### config.mk
export PLATFORM = sky130hd
export DESIGN_NAME = gamepad_uart_frame_decoder_flat
export DESIGN_NICKNAME = d
export VERILOG_FILES = /design/src/hdl/gpfd_pkg.sv /design/src/hdl/gpfd_if.sv /design/src/hdl/gpfd_front.sv /design/src/hdl/gpfd_queue.sv /design/src/hdl/gpfd_back.sv /design/src/hdl/gamepad_uart_frame_decoder.sv /design/src/flat_wrapper.sv
export VERILOG_INCLUDE_DIRS = /design/src /design/src/hdl
export SDC_FILE = /design/constraint.sdc
export NUM_CORES = 1
export LEC_CHECK = 0
export BUFFER_PORTS_ARGS = -buffer_cell sky130_fd_sc_hd__buf_4
export CORE_UTILIZATION = 45
export CTS_CLUSTER_SIZE = 12
export DETAILED_ROUTE_END_ITERATION = 7
export SETUP_SLACK_MARGIN = 0.02
export SLEW_MARGIN = 20
export SYNTH_ARGS = -nofsm -noshare
export SYNTH_HDL_FRONTEND = slang
export SYNTH_HIERARCHICAL = 1
export SYNTH_SLANG_ARGS = --single-unit
export TNS_END_PERCENT = 5
### constraint.sdc
create_clock -name clk -period 8 [get_ports clk]
set_input_delay 1.2 -clock clk [delete_from_list [all_inputs] [get_ports clk]]
set_output_delay 1.2 -clock clk [all_outputs]
set_load 0.01 [all_outputs]
### src/hdl/gamepad_uart_frame_decoder_assert.svh
// Assertion macros for the gamepad frame decoder modules, used by gpfd_back.
// They expand to nothing when SYNTHESIS is defined.
`ifndef GAMEPAD_UART_FRAME_DECODER_ASSERT_SVH
`define GAMEPAD_UART_FRAME_DECODER_ASSERT_SVH
`ifndef SYNTHESIS
`define GPFD_ASSERT(label, clk, rst_n, prop) \
    label: assert property (@(posedge clk) disable iff (!rst_n) prop) \
        else $error("gpfd assertion failed");
`define GPFD_ASSERT_ALWAYS(label, clk, prop) \
    label: assert property (@(posedge clk) prop) \
        else $error("gpfd assertion failed");
`else
`define GPFD_ASSERT(label, clk, rst_n, prop)
`define GPFD_ASSERT_ALWAYS(label, clk, prop)
`endif
`endif

### src/hdl/gpfd_pkg.sv
// Package of the gamepad frame decoder: constants, command type, button decode.
// No dependencies.
`timescale 1ns / 1ps
package gpfd_pkg;

    localparam logic [7:0] START_BYTE   = 8'h80;
    localparam logic [7:0] AXIS_NEUTRAL = 8'd64;
    localparam logic [3:0] CHECK_POS    = 4'd7;
    localparam logic [3:0] IDLE_POS     = 4'd8;
    localparam int         NUM_AXES     = 4;
    localparam int         BTN_W        = 14;

    localparam logic REQ_BYTE = 1'b0;
    localparam logic REQ_TICK = 1'b1;

    typedef enum logic [1:0] {
        OP_NONE,
        OP_COMMIT,
        OP_TICK
    } gpfd_op_t;

    typedef struct packed {
        gpfd_op_t                      op;
        logic [BTN_W-1:0]              buttons;
        logic [NUM_AXES-1:0][7:0]      axes;
    } gpfd_cmd_t;

    // Up with down reads as start, right with left reads as select.
    function automatic logic [BTN_W-1:0] decode_buttons(input logic [7:0] b1,
                                                        input logic [7:0] b2);
        logic [BTN_W-1:0] btn;
        btn = '0;
        if (b2[0] && b2[1])
            btn[4] = 1'b1;
        else if (b2[0])
            btn[0] = 1'b1;
        else if (b2[1])
            btn[1] = 1'b1;
        if (b2[2] && b2[3])
            btn[5] = 1'b1;
        else if (b2[2])
            btn[2] = 1'b1;
        else if (b2[3])
            btn[3] = 1'b1;
        btn[8:6]  = b2[6:4];
        btn[13:9] = b1[4:0];
        return btn;
    endfunction

endpackage

### src/hdl/gpfd_if.sv
// Valid/ready channel interfaces of the gamepad frame decoder.
// No dependencies.
`timescale 1ns / 1ps
interface gpfd_in_if;
    logic       valid;
    logic       ready;
    logic       req_type;
    logic [7:0] byte_value;

    modport source (output valid, output req_type, output byte_value, input ready);
    modport sink   (input valid, input req_type, input byte_value, output ready);
endinterface

interface gpfd_out_if;
    logic        valid;
    logic        ready;
    logic [13:0] buttons;
    logic [7:0]  left_horizontal;
    logic [7:0]  left_vertical;
    logic [7:0]  right_horizontal;
    logic [7:0]  right_vertical;
    logic        frame_accepted;
    logic        timed_out;

    modport source (output valid, output buttons, output left_horizontal,
                    output left_vertical, output right_horizontal,
                    output right_vertical, output frame_accepted,
                    output timed_out, input ready);
    modport sink   (input valid, input buttons, input left_horizontal,
                    input left_vertical, input right_horizontal,
                    input right_vertical, input frame_accepted,
                    input timed_out, output ready);
endinterface

### src/hdl/gpfd_front.sv
// Front end: tracks the frame position and running checksum, and turns each
// transaction into a command. Depends on gpfd_pkg and gpfd_if.
`timescale 1ns / 1ps
module gpfd_front (
    input  logic               clk,
    input  logic               rst_n,
    gpfd_in_if.sink            in_ch,
    input  logic               push_ready,
    output logic               push_valid,
    output gpfd_pkg::gpfd_cmd_t push_cmd
);
    import gpfd_pkg::*;

    logic [3:0] pos_reg, pos_next;
    logic [6:0] sum_reg, sum_next;
    logic [7:0] store_reg [8];
    logic [3:0] pos;
    logic       accept;

    assign accept       = in_ch.valid && push_ready;
    assign in_ch.ready  = push_ready;
    assign push_valid   = in_ch.valid;

    always_comb
    begin
        pos      = (in_ch.byte_value == START_BYTE) ? 4'd0 : pos_reg;
        pos_next = pos_reg;
        sum_next = sum_reg;
        push_cmd.op      = OP_NONE;
        push_cmd.buttons = decode_buttons(store_reg[1], store_reg[2]);
        push_cmd.axes[0] = store_reg[3];
        push_cmd.axes[1] = store_reg[4];
        push_cmd.axes[2] = store_reg[5];
        push_cmd.axes[3] = store_reg[6];
        if (in_ch.req_type == REQ_TICK)
        begin
            push_cmd.op = OP_TICK;
        end
        else
        begin
            pos_next = pos;
            if (pos < IDLE_POS)
            begin
                pos_next = pos + 4'd1;
                if (pos == 4'd0)
                    sum_next = '0;
                else if (pos < CHECK_POS)
                    sum_next = sum_reg + in_ch.byte_value[6:0];
                else if (in_ch.byte_value == {1'b0, sum_reg})
                    push_cmd.op = OP_COMMIT;
            end
        end
    end

    always_ff @(posedge clk or negedge rst_n)
    begin
        if (!rst_n)
        begin
            pos_reg <= '0;
            sum_reg <= '0;
        end
        else if (accept)
        begin
            pos_reg <= pos_next;
            sum_reg <= sum_next;
        end
    end

    // Frame bytes need no reset: each one is written before it is decoded.
    always_ff @(posedge clk)
    begin
        if (accept && in_ch.req_type == REQ_BYTE && pos < IDLE_POS)
        begin
            store_reg[pos[2:0]] <= in_ch.byte_value;
        end
    end

endmodule

### src/hdl/gpfd_queue.sv
// Two-entry command queue between the front end and the state update.
// Depends on gpfd_pkg.
`timescale 1ns / 1ps
module gpfd_queue (
    input  logic                clk,
    input  logic                rst_n,
    input  logic                push_valid,
    output logic                push_ready,
    input  gpfd_pkg::gpfd_cmd_t push_cmd,
    output logic                pop_valid,
    input  logic                pop_ready,
    output gpfd_pkg::gpfd_cmd_t pop_cmd
);
    import gpfd_pkg::*;

    gpfd_cmd_t  entry_reg [2];
    logic       wr_ptr_reg, rd_ptr_reg;
    logic [1:0] count_reg;
    logic       push, pop;

    assign push_ready = (count_reg != 2'd2);
    assign pop_valid  = (count_reg != 2'd0);
    assign push       = push_valid && push_ready;
    assign pop        = pop_valid && pop_ready;
    assign pop_cmd    = entry_reg[rd_ptr_reg];

    always_ff @(posedge clk or negedge rst_n)
    begin
        if (!rst_n)
        begin
            wr_ptr_reg <= 1'b0;
            rd_ptr_reg <= 1'b0;
            count_reg  <= '0;
        end
        else
        begin
            if (push)
                wr_ptr_reg <= ~wr_ptr_reg;
            if (pop)
                rd_ptr_reg <= ~rd_ptr_reg;
            case ({push, pop})
                2'b10:   count_reg <= count_reg + 2'd1;
                2'b01:   count_reg <= count_reg - 2'd1;
                default: count_reg <= count_reg;
            endcase
        end
    end

    always_ff @(posedge clk)
    begin
        if (push)
            entry_reg[wr_ptr_reg] <= push_cmd;
    end

endmodule

### src/hdl/gpfd_back.sv
// Back end: holds the decoded gamepad state and the output register.
// Depends on gpfd_pkg, gpfd_if and the assertion header.
`timescale 1ns / 1ps
`include "gamepad_uart_frame_decoder_assert.svh"
module gpfd_back (
    input  logic                clk,
    input  logic                rst_n,
    input  logic                pop_valid,
    output logic                pop_ready,
    input  gpfd_pkg::gpfd_cmd_t pop_cmd,
    gpfd_out_if.source          out_ch
);
    import gpfd_pkg::*;

    logic [BTN_W-1:0]         buttons_reg, buttons_next;
    logic [NUM_AXES-1:0][7:0] axes_reg, axes_next;
    logic                     no_frame_reg, no_frame_next;
    logic                     out_valid_reg;
    logic [BTN_W-1:0]         obuttons_reg;
    logic [NUM_AXES-1:0][7:0] oaxes_reg;
    logic                     oaccepted_reg, otimed_out_reg;
    logic                     pop, timed_out;

    assign pop_ready = !out_valid_reg || out_ch.ready;
    assign pop       = pop_valid && pop_ready;

    always_comb
    begin
        buttons_next  = buttons_reg;
        axes_next     = axes_reg;
        no_frame_next = no_frame_reg;
        timed_out     = 1'b0;
        case (pop_cmd.op)
            OP_COMMIT:
            begin
                buttons_next  = pop_cmd.buttons;
                axes_next     = pop_cmd.axes;
                no_frame_next = 1'b0;
            end
            OP_TICK:
            begin
                if (no_frame_reg)
                begin
                    buttons_next = '0;
                    axes_next    = {NUM_AXES{AXIS_NEUTRAL}};
                    timed_out    = 1'b1;
                end
                no_frame_next = 1'b1;
            end
            default:
            begin
                buttons_next = buttons_reg;
            end
        endcase
    end

    always_ff @(posedge clk or negedge rst_n)
    begin
        if (!rst_n)
        begin
            buttons_reg   <= '0;
            axes_reg      <= {NUM_AXES{AXIS_NEUTRAL}};
            no_frame_reg  <= 1'b1;
            out_valid_reg <= 1'b0;
        end
        else
        begin
            if (pop)
            begin
                buttons_reg  <= buttons_next;
                axes_reg     <= axes_next;
                no_frame_reg <= no_frame_next;
            end
            if (pop)
                out_valid_reg <= 1'b1;
            else if (out_ch.ready)
                out_valid_reg <= 1'b0;
        end
    end

    always_ff @(posedge clk)
    begin
        if (pop)
        begin
            obuttons_reg   <= buttons_next;
            oaxes_reg      <= axes_next;
            oaccepted_reg  <= (pop_cmd.op == OP_COMMIT);
            otimed_out_reg <= timed_out;
        end
    end

    assign out_ch.valid            = out_valid_reg;
    assign out_ch.buttons          = obuttons_reg;
    assign out_ch.left_horizontal  = oaxes_reg[0];
    assign out_ch.left_vertical    = oaxes_reg[1];
    assign out_ch.right_horizontal = oaxes_reg[2];
    assign out_ch.right_vertical   = oaxes_reg[3];
    assign out_ch.frame_accepted   = oaccepted_reg;
    assign out_ch.timed_out        = otimed_out_reg;

    // A good frame clears the no-frame flag; every tick sets it again.
    `GPFD_ASSERT(a_commit_clears_flag, clk, rst_n,
        (pop && pop_cmd.op == OP_COMMIT) |=> !no_frame_reg)
    `GPFD_ASSERT(a_tick_sets_flag, clk, rst_n,
        (pop && pop_cmd.op == OP_TICK) |=> no_frame_reg)
    // A tick that times out leaves the state neutral in both copies.
    `GPFD_ASSERT(a_timeout_neutral, clk, rst_n,
        (pop && pop_cmd.op == OP_TICK && no_frame_reg)
            |=> (buttons_reg == '0 && axes_reg == {NUM_AXES{AXIS_NEUTRAL}}
                 && out_ch.timed_out && !out_ch.frame_accepted))
    // The output register always mirrors the state after the last transaction.
    `GPFD_ASSERT(a_out_mirrors_state, clk, rst_n,
        pop |=> (obuttons_reg == buttons_reg && oaxes_reg == axes_reg))

endmodule

### src/hdl/gamepad_uart_frame_decoder.sv
// Serial gamepad frame decoder, top level: front end, command queue, back end.
// Depends on gpfd_pkg, gpfd_if, gpfd_front, gpfd_queue and gpfd_back.
`timescale 1ns / 1ps
// Takes received UART bytes and timeout ticks on in_ch and returns one result
// per input transaction on out_ch: the decoded buttons and stick axes after
// that transaction, plus frame_accepted for a byte that completed a frame with
// a good checksum and timed_out for a tick that found no good frame since the
// previous tick. The block accepts one transaction every cycle while the
// queue has room; the front end keeps the frame position and a running
// checksum, so each byte is handled as it arrives. A result passes through
// the two-entry queue and then the output register on its way to out_ch, and
// the queue lets input continue while out_ch is stalled, until it is full.
module gamepad_uart_frame_decoder (
    input  logic       clk,
    input  logic       rst_n,
    gpfd_in_if.sink    in_ch,
    gpfd_out_if.source out_ch
);
    import gpfd_pkg::*;

    logic      push_valid, push_ready;
    gpfd_cmd_t push_cmd;
    logic      pop_valid, pop_ready;
    gpfd_cmd_t pop_cmd;

    gpfd_front u_front (
        .clk        (clk),
        .rst_n      (rst_n),
        .in_ch      (in_ch),
        .push_ready (push_ready),
        .push_valid (push_valid),
        .push_cmd   (push_cmd)
    );

    gpfd_queue u_queue (
        .clk        (clk),
        .rst_n      (rst_n),
        .push_valid (push_valid),
        .push_ready (push_ready),
        .push_cmd   (push_cmd),
        .pop_valid  (pop_valid),
        .pop_ready  (pop_ready),
        .pop_cmd    (pop_cmd)
    );

    gpfd_back u_back (
        .clk       (clk),
        .rst_n     (rst_n),
        .pop_valid (pop_valid),
        .pop_ready (pop_ready),
        .pop_cmd   (pop_cmd),
        .out_ch    (out_ch)
    );

endmodule
### src/flat_wrapper.sv
// flat-port wrapper written by rule: the top's interface ports become plain ports
module gamepad_uart_frame_decoder_flat import gpfd_pkg::*;
  (clk, rst_n, in_ch_valid, in_ch_req_type, in_ch_byte_value, in_ch_ready, out_ch_valid, out_ch_buttons, out_ch_left_horizontal, out_ch_left_vertical, out_ch_right_horizontal, out_ch_right_vertical, out_ch_frame_accepted, out_ch_timed_out, out_ch_ready);
  gpfd_in_if in_ch_i ();
  gpfd_out_if out_ch_i ();
  input  logic clk;
  input  logic rst_n;
  input wire logic [$bits(in_ch_i.valid)-1:0] in_ch_valid;
  input wire logic [$bits(in_ch_i.req_type)-1:0] in_ch_req_type;
  input wire logic [$bits(in_ch_i.byte_value)-1:0] in_ch_byte_value;
  output wire logic [$bits(in_ch_i.ready)-1:0] in_ch_ready;
  output wire logic [$bits(out_ch_i.valid)-1:0] out_ch_valid;
  output wire logic [$bits(out_ch_i.buttons)-1:0] out_ch_buttons;
  output wire logic [$bits(out_ch_i.left_horizontal)-1:0] out_ch_left_horizontal;
  output wire logic [$bits(out_ch_i.left_vertical)-1:0] out_ch_left_vertical;
  output wire logic [$bits(out_ch_i.right_horizontal)-1:0] out_ch_right_horizontal;
  output wire logic [$bits(out_ch_i.right_vertical)-1:0] out_ch_right_vertical;
  output wire logic [$bits(out_ch_i.frame_accepted)-1:0] out_ch_frame_accepted;
  output wire logic [$bits(out_ch_i.timed_out)-1:0] out_ch_timed_out;
  input wire logic [$bits(out_ch_i.ready)-1:0] out_ch_ready;
  assign in_ch_i.valid = in_ch_valid;
  assign in_ch_i.req_type = in_ch_req_type;
  assign in_ch_i.byte_value = in_ch_byte_value;
  assign in_ch_ready = in_ch_i.ready;
  assign out_ch_valid = out_ch_i.valid;
  assign out_ch_buttons = out_ch_i.buttons;
  assign out_ch_left_horizontal = out_ch_i.left_horizontal;
  assign out_ch_left_vertical = out_ch_i.left_vertical;
  assign out_ch_right_horizontal = out_ch_i.right_horizontal;
  assign out_ch_right_vertical = out_ch_i.right_vertical;
  assign out_ch_frame_accepted = out_ch_i.frame_accepted;
  assign out_ch_timed_out = out_ch_i.timed_out;
  assign out_ch_i.ready = out_ch_ready;
  gamepad_uart_frame_decoder u_core (.clk(clk), .rst_n(rst_n), .in_ch(in_ch_i), .out_ch(out_ch_i));
endmodule
# == Yosys cells after proc, flatten, opt, wreduce, memory -nomap -nowiden ==
# Memory sizes are Yosys's and may differ from the RTL's.
# Index checks and enable logic that the tools add are counted.
# W data, S select, Z words.
# op_classes
n_addsub,4
n_lt_le_gt_ge,2
n_eq_ne,7
mux,32
bitwise,3
reduce_logical,17
# op_table
cell,count
$pmux W32 S2,1
$mux W32,1
$pmux W14 S2,1
$mux W1,19
$mux W14,1
$mux W7,2
$reduce_bool A2 Y1,5
$eq A8 B7 Y1,1
$eq A8 B8 Y1 const B,1
$mux W4,2
$add A7 B7 Y7,1
$logic_and A1 B1 Y1,6
$mux W2,3
$add A4 B1 Y4 const B,1
$eq A2 B1 Y1 const B,2
$eq A2 B2 Y1 const B,2
$logic_not A4 Y1,1
$lt A4 B3 Y1 const B,1
$lt A4 B4 Y1 const B,1
$pmux W2 S2,1
$reduce_and A2 Y1,2
$reduce_and A4 Y1,1
$not A1 Y1,3
$add A2 B1 Y2 const B,1
5 further kinds,5
# totals
ff_bits,111
ram_bits,160
in_bits,13
output_inout_bits,50
elab_cells,86
memories,2
# memory_table
name,depth,word_bits,rd,rd_ports_with_merged_regs,write_ports,line,rtl
u_core.u_queue.entry_reg,2,48,1,0,1,gpfd_queue.sv:16,gpfd_cmd_t entry_reg [2];
u_core.u_front.store_reg,8,8,6,0,1,gpfd_front.sv:16,logic [7:0] store_reg [8];

# == Depth between registers and ports, before layout ==
# logic_depth
ltp_word,7
ltp_mapped,10
depth_no_buf,9

# == By module ==
# The synthesis kept the hierarchy.
# modules_own_cells
module,n_inst,cells_per_inst,area_per_inst_um2
gpfd_back,1,253,3898.7
gpfd_queue,1,166,3702.3
gpfd_front,1,161,2306.0

# == Worst setup path before layout ==
# OpenSTA, ideal clock, no wires.
# synth_timing
path_kind,in2reg
start,in in_ch_valid
end,"mem u_core/u_queue/entry_reg[0][0] in the netlist's numbering, enable pin"
setup_time_ns,0.454
arrival_time_ns,3.397
required_ns,7.546
setup_slack_ns,4.149
cell_stages,3
n_path_buf,1
path_cell_list,buf_4 nand2_1 nor2_1
# synth_via
elab_chain_cells,3
# synth_lines
element,line,rtl
from (decl),flat_wrapper.sv:8,input wire logic [$bits(in_ch_i.valid)-1:0] in_ch_valid;
$logic_and A1 B1 Y1,gpfd_queue.sv:23,assign push = push_valid && push_ready;
$mux W1,gpfd_queue.sv:51,if (push)
$mux W1 (not written as such),gpfd_queue.sv:52,entry_reg[wr_ptr_reg] <= push_cmd;
to (decl),gpfd_queue.sv:16,
# No other way between the ends.

==> impl_metrics.env <==
export IMPL_cts_clk_slew_worst_paths_ns=0.06
export IMPL_routed_wl_um=17800
export IMPL_rows=53
export IMPL_drtIter0Drc=418
export IMPL_met2_length_um=8880
export IMPL_hold_path_class="flip-flop to flip-flop"
export IMPL_htreeDepth=1
export IMPL_cts_resized_gates=0
export IMPL_vias=5239
export IMPL_placed_area_sq_um=10500
export IMPL_setup_tns_ns=0
export IMPL_stdcell_area_sq_um=11300
export IMPL_overflow=0
export IMPL_syn_avg_cell_area_sq_um=17.1
export IMPL_period_share_pct=43.8
export IMPL_ys_types=53
export IMPL_crit_fanout=30
export IMPL_synth_compound_area_share_pct=11.3
export IMPL_core_area_sq_um=21300
export IMPL_place_inst=886
export IMPL_hold_viol=0
export IMPL_post_route_util_pct=53.1
export IMPL_pin_count=63
export IMPL_synth_top_area_share_pct=57.0
export IMPL_cp_required_ns=8.38
export IMPL_critPathKind="flip-flop to flip-flop"
export IMPL_grt_setup_unrepaired="no"
export IMPL_grt_pass1_vias=5273
export IMPL_fin_crit_ns=3.51
export IMPL_yosys_area_top_type="edfxtp_1"
export IMPL_synth_area_leaders="edfxtp_1, dfrtp_1, mux2_2"
export IMPL_die_height_um=150
export IMPL_ant_nets=0
export IMPL_setup_viol=0
export IMPL_place_gp_congestion=0.820
export IMPL_clockPowerShare_pct=23.4
export IMPL_internal_power_mw=3.19
export IMPL_ys_ff_latch=251
export IMPL_switching_power_mw=1.45
export IMPL_synth_edff_count=188
export IMPL_netlist_area_sq_um=9910
export IMPL_maxSlewHeadroom_pct=26.5
export IMPL_grt_max_degree=85
export IMPL_first_pass_iters=5
export IMPL_netlist_top_cells_count="edfxtp_1, dfrtp_1, a22o_1"
export IMPL_timing_fmax_mhz=285
export IMPL_ir_drop_v=0.000248
export IMPL_cellPowerDensity_nw_per_um2=411
export IMPL_viasPerCell=5.61
export IMPL_cts_hold_buf=0
export IMPL_insertion_delay_ns=0.52
export IMPL_outcome="finished clean"
export IMPL_yosysWarnings=6
export IMPL_cp_data_arrival_time_ns=3.88
export IMPL_holdWs_ns=0.439
export IMPL_synth_simple_area_share_pct=4.22
export IMPL_cts_sinks=251
export IMPL_dieArea_sq_um=22600
export IMPL_synth_area_mux_share_pct=5.95
export IMPL_grt_pass1_wl_um=28200
export IMPL_drv_cap=0
export IMPL_crit_top_cell="buf_4"
export IMPL_synthCells=580
export IMPL_synth_top_family_by_area="compound AO/OA/AOI/OAI gates"
export IMPL_netSwitchingFraction_pct=31.3
export IMPL_critPathLaunchType="flip-flop"
export IMPL_synth_ff_type="edfxtp_1"
export IMPL_fp_dieW_um=150
export IMPL_final_cells=934
export IMPL_clockBufferDepth=3
export IMPL_drive_above_1_share_pct=25.6
export IMPL_synth_xor_area_share_pct=0.796
export IMPL_synthArstFlopShare_pct=25.1
export IMPL_slowest_delay_ns=0.76
export IMPL_start_util_pct=46.5
export IMPL_grt_antenna_before_repair=0
export IMPL_wl_met1_um=7670
export IMPL_post_synth_top_count_cell="edfxtp_1"
export IMPL_endpoint_kind="flip-flop"
export IMPL_postCtsSetupRepairBufs=0
export IMPL_synth_seq_area_share_pct=73.0
export IMPL_skew_ns=0.0142
export IMPL_portBuffers=62
export IMPL_top_layer="met4"
export IMPL_cpMaxStageDelayCell="dfrtp_2"
export IMPL_finalNetCount=664
export IMPL_grt_usage_pct=16.3
export IMPL_hpwlAfterDp_um=10800
export IMPL_synth_fa_ha_area_share_pct=1.59
export IMPL_power_frac_seq_pct=45.3
export IMPL_syn_to_final_growth_pct=14.1
export IMPL_wl_met3_um=918
export IMPL_largest_reg_flops=96
export IMPL_leakage_nw=4.21
export IMPL_drc_errors=0
export IMPL_syn_nets=605
export IMPL_worstMarginPinSlew_ns=1.10
export IMPL_numCtsBuffers=26
export IMPL_diodes=0
export IMPL_path_cells="buf_4, mux2_2, inv_1, ha_1, a21o_1, buf_4, a22o_1"
export IMPL_drv_slew=0
export IMPL_cts_tree="done"
export IMPL_root_buffer="clkbuf_16"
export IMPL_wl_per_cell_um=19.0
export IMPL_pwr_share_comb_pct=31.3
-- critical path: cells and delay by family, from the launching register on --
family	cells	cell delay [ns]
multiplexers	1	0.40
buffers and inverters	3	0.96
adder cells (fa/ha/maj)	1	0.39
AO/OA/AOI/OAI	2	0.79
flip-flops	1	0.76
-- layer usage --
layer | vias up | track usage, %
li1 | 2405 | -
met1 | 2664 | 20.9
met2 | 145 | 28.0
met3 | 25 | 2.82
met4 | 0 | 5.15
met5 | - | 0
-- final cells by class --
type / instances / area, sq um
clock buffer: 42 / 742
timing repair buffer: 70 / 526
tap: 275 / 344
multi-input combinational: 278 / 2390
clock inverter: 6 / 25.0
fill: 1715 / 9980
sequential: 251 / 7230
inverter: 12 / 45.0
-- metrics by stage --
stage	total power [mW]	setup WS (ns)
5_1_grt	4.91	4.29
3_5_place_dp	3.59	4.50
2_1_floorplan	3.15	4.15
6_report	4.64	4.49
3_3_place_gp	3.53	4.60
4_1_cts	4.69	4.47
-- logic make-up (layout without fill, tap and decap cells) --
logic type / count (synthesis) / after routing
and+or+nand+nor: 77 / 77
AOI/OAI and AO/OA: 131 / 131
muxes: 49 / 49
DFF: 251 / 251
xor gates and xnor gates: 9 / 9
adders and majority gates: 12 / 12
buffers and inverters: 51 / 130
-- worst paths after layout --
check                                                         startpoint                                          to  slack [ns]  depth (start not counted)
worst max-delay path               u_core/u_queue/rd_ptr_reg$_DFFE_PN0P_  u_core/u_back/out_ch.buttons[11]$_DFFE_PP_        4.49                          7
worst min-delay path            u_core/u_front/store_reg[5][7]$_DFFE_PP_   u_core/u_queue/entry_reg[1][23]$_DFFE_PP_        0.44                          0
worst max register to register     u_core/u_queue/rd_ptr_reg$_DFFE_PN0P_  u_core/u_back/out_ch.buttons[11]$_DFFE_PP_        4.49                          7
worst min register to register  u_core/u_front/store_reg[5][7]$_DFFE_PP_   u_core/u_queue/entry_reg[1][23]$_DFFE_PP_        0.44                          0
max in group asynchronous                                          rst_n       u_core/u_queue/rd_ptr_reg$_DFFE_PN0P_        6.63                          1
min in group asynchronous                                          rst_n       u_core/u_queue/wr_ptr_reg$_DFFE_PN0P_        0.78                          1
-- power groups by stage --
stage / combinational (mW) / sequential [mW] / clock [mW]
after floorplan: 1.03 / 2.13 / 0
after global placement: 1.43 / 2.11 / 0
after detailed placement: 1.46 / 2.13 / 0
after CTS: 1.47 / 2.11 / 1.12
after global routing: 1.59 / 2.15 / 1.17
final: 1.45 / 2.10 / 1.09
-- cells in the final DEF, fill, tap and decap left out, types with 2 or more instances in the layout --
master     Yosys  layout
buf_4         15      70
a21oi_1       17      17
nor4_1         4       3
nor2b_4        1       2
o21ai_0        2       2
a32o_1        42      42
xnor2_1        5       5
nand3_1        3       3
o31ai_1        4       4
clkinv_2       0       2
clkinv_1       0       4
nor2b_1       14      13
clkbuf_16      0      27
ha_1          11      11
clkbuf_1      10      14
nand2_1       24      24
mux2_4        10      10
and2_1         4       4
mux2_2        39      39
dfstp_2        5       5
o32ai_1        4       4
nor3_1         4       4
edfxtp_1     188     188
inv_1         11      11
nor2_1         9       8
dfrtp_1       58      57
xor2_1         4       4
nor4_2         1       2
nor2_4         0       2
nand2b_1       3       3
o22ai_1        5       5
a22o_1        45      45
Power figures use the tool's default switching activity.
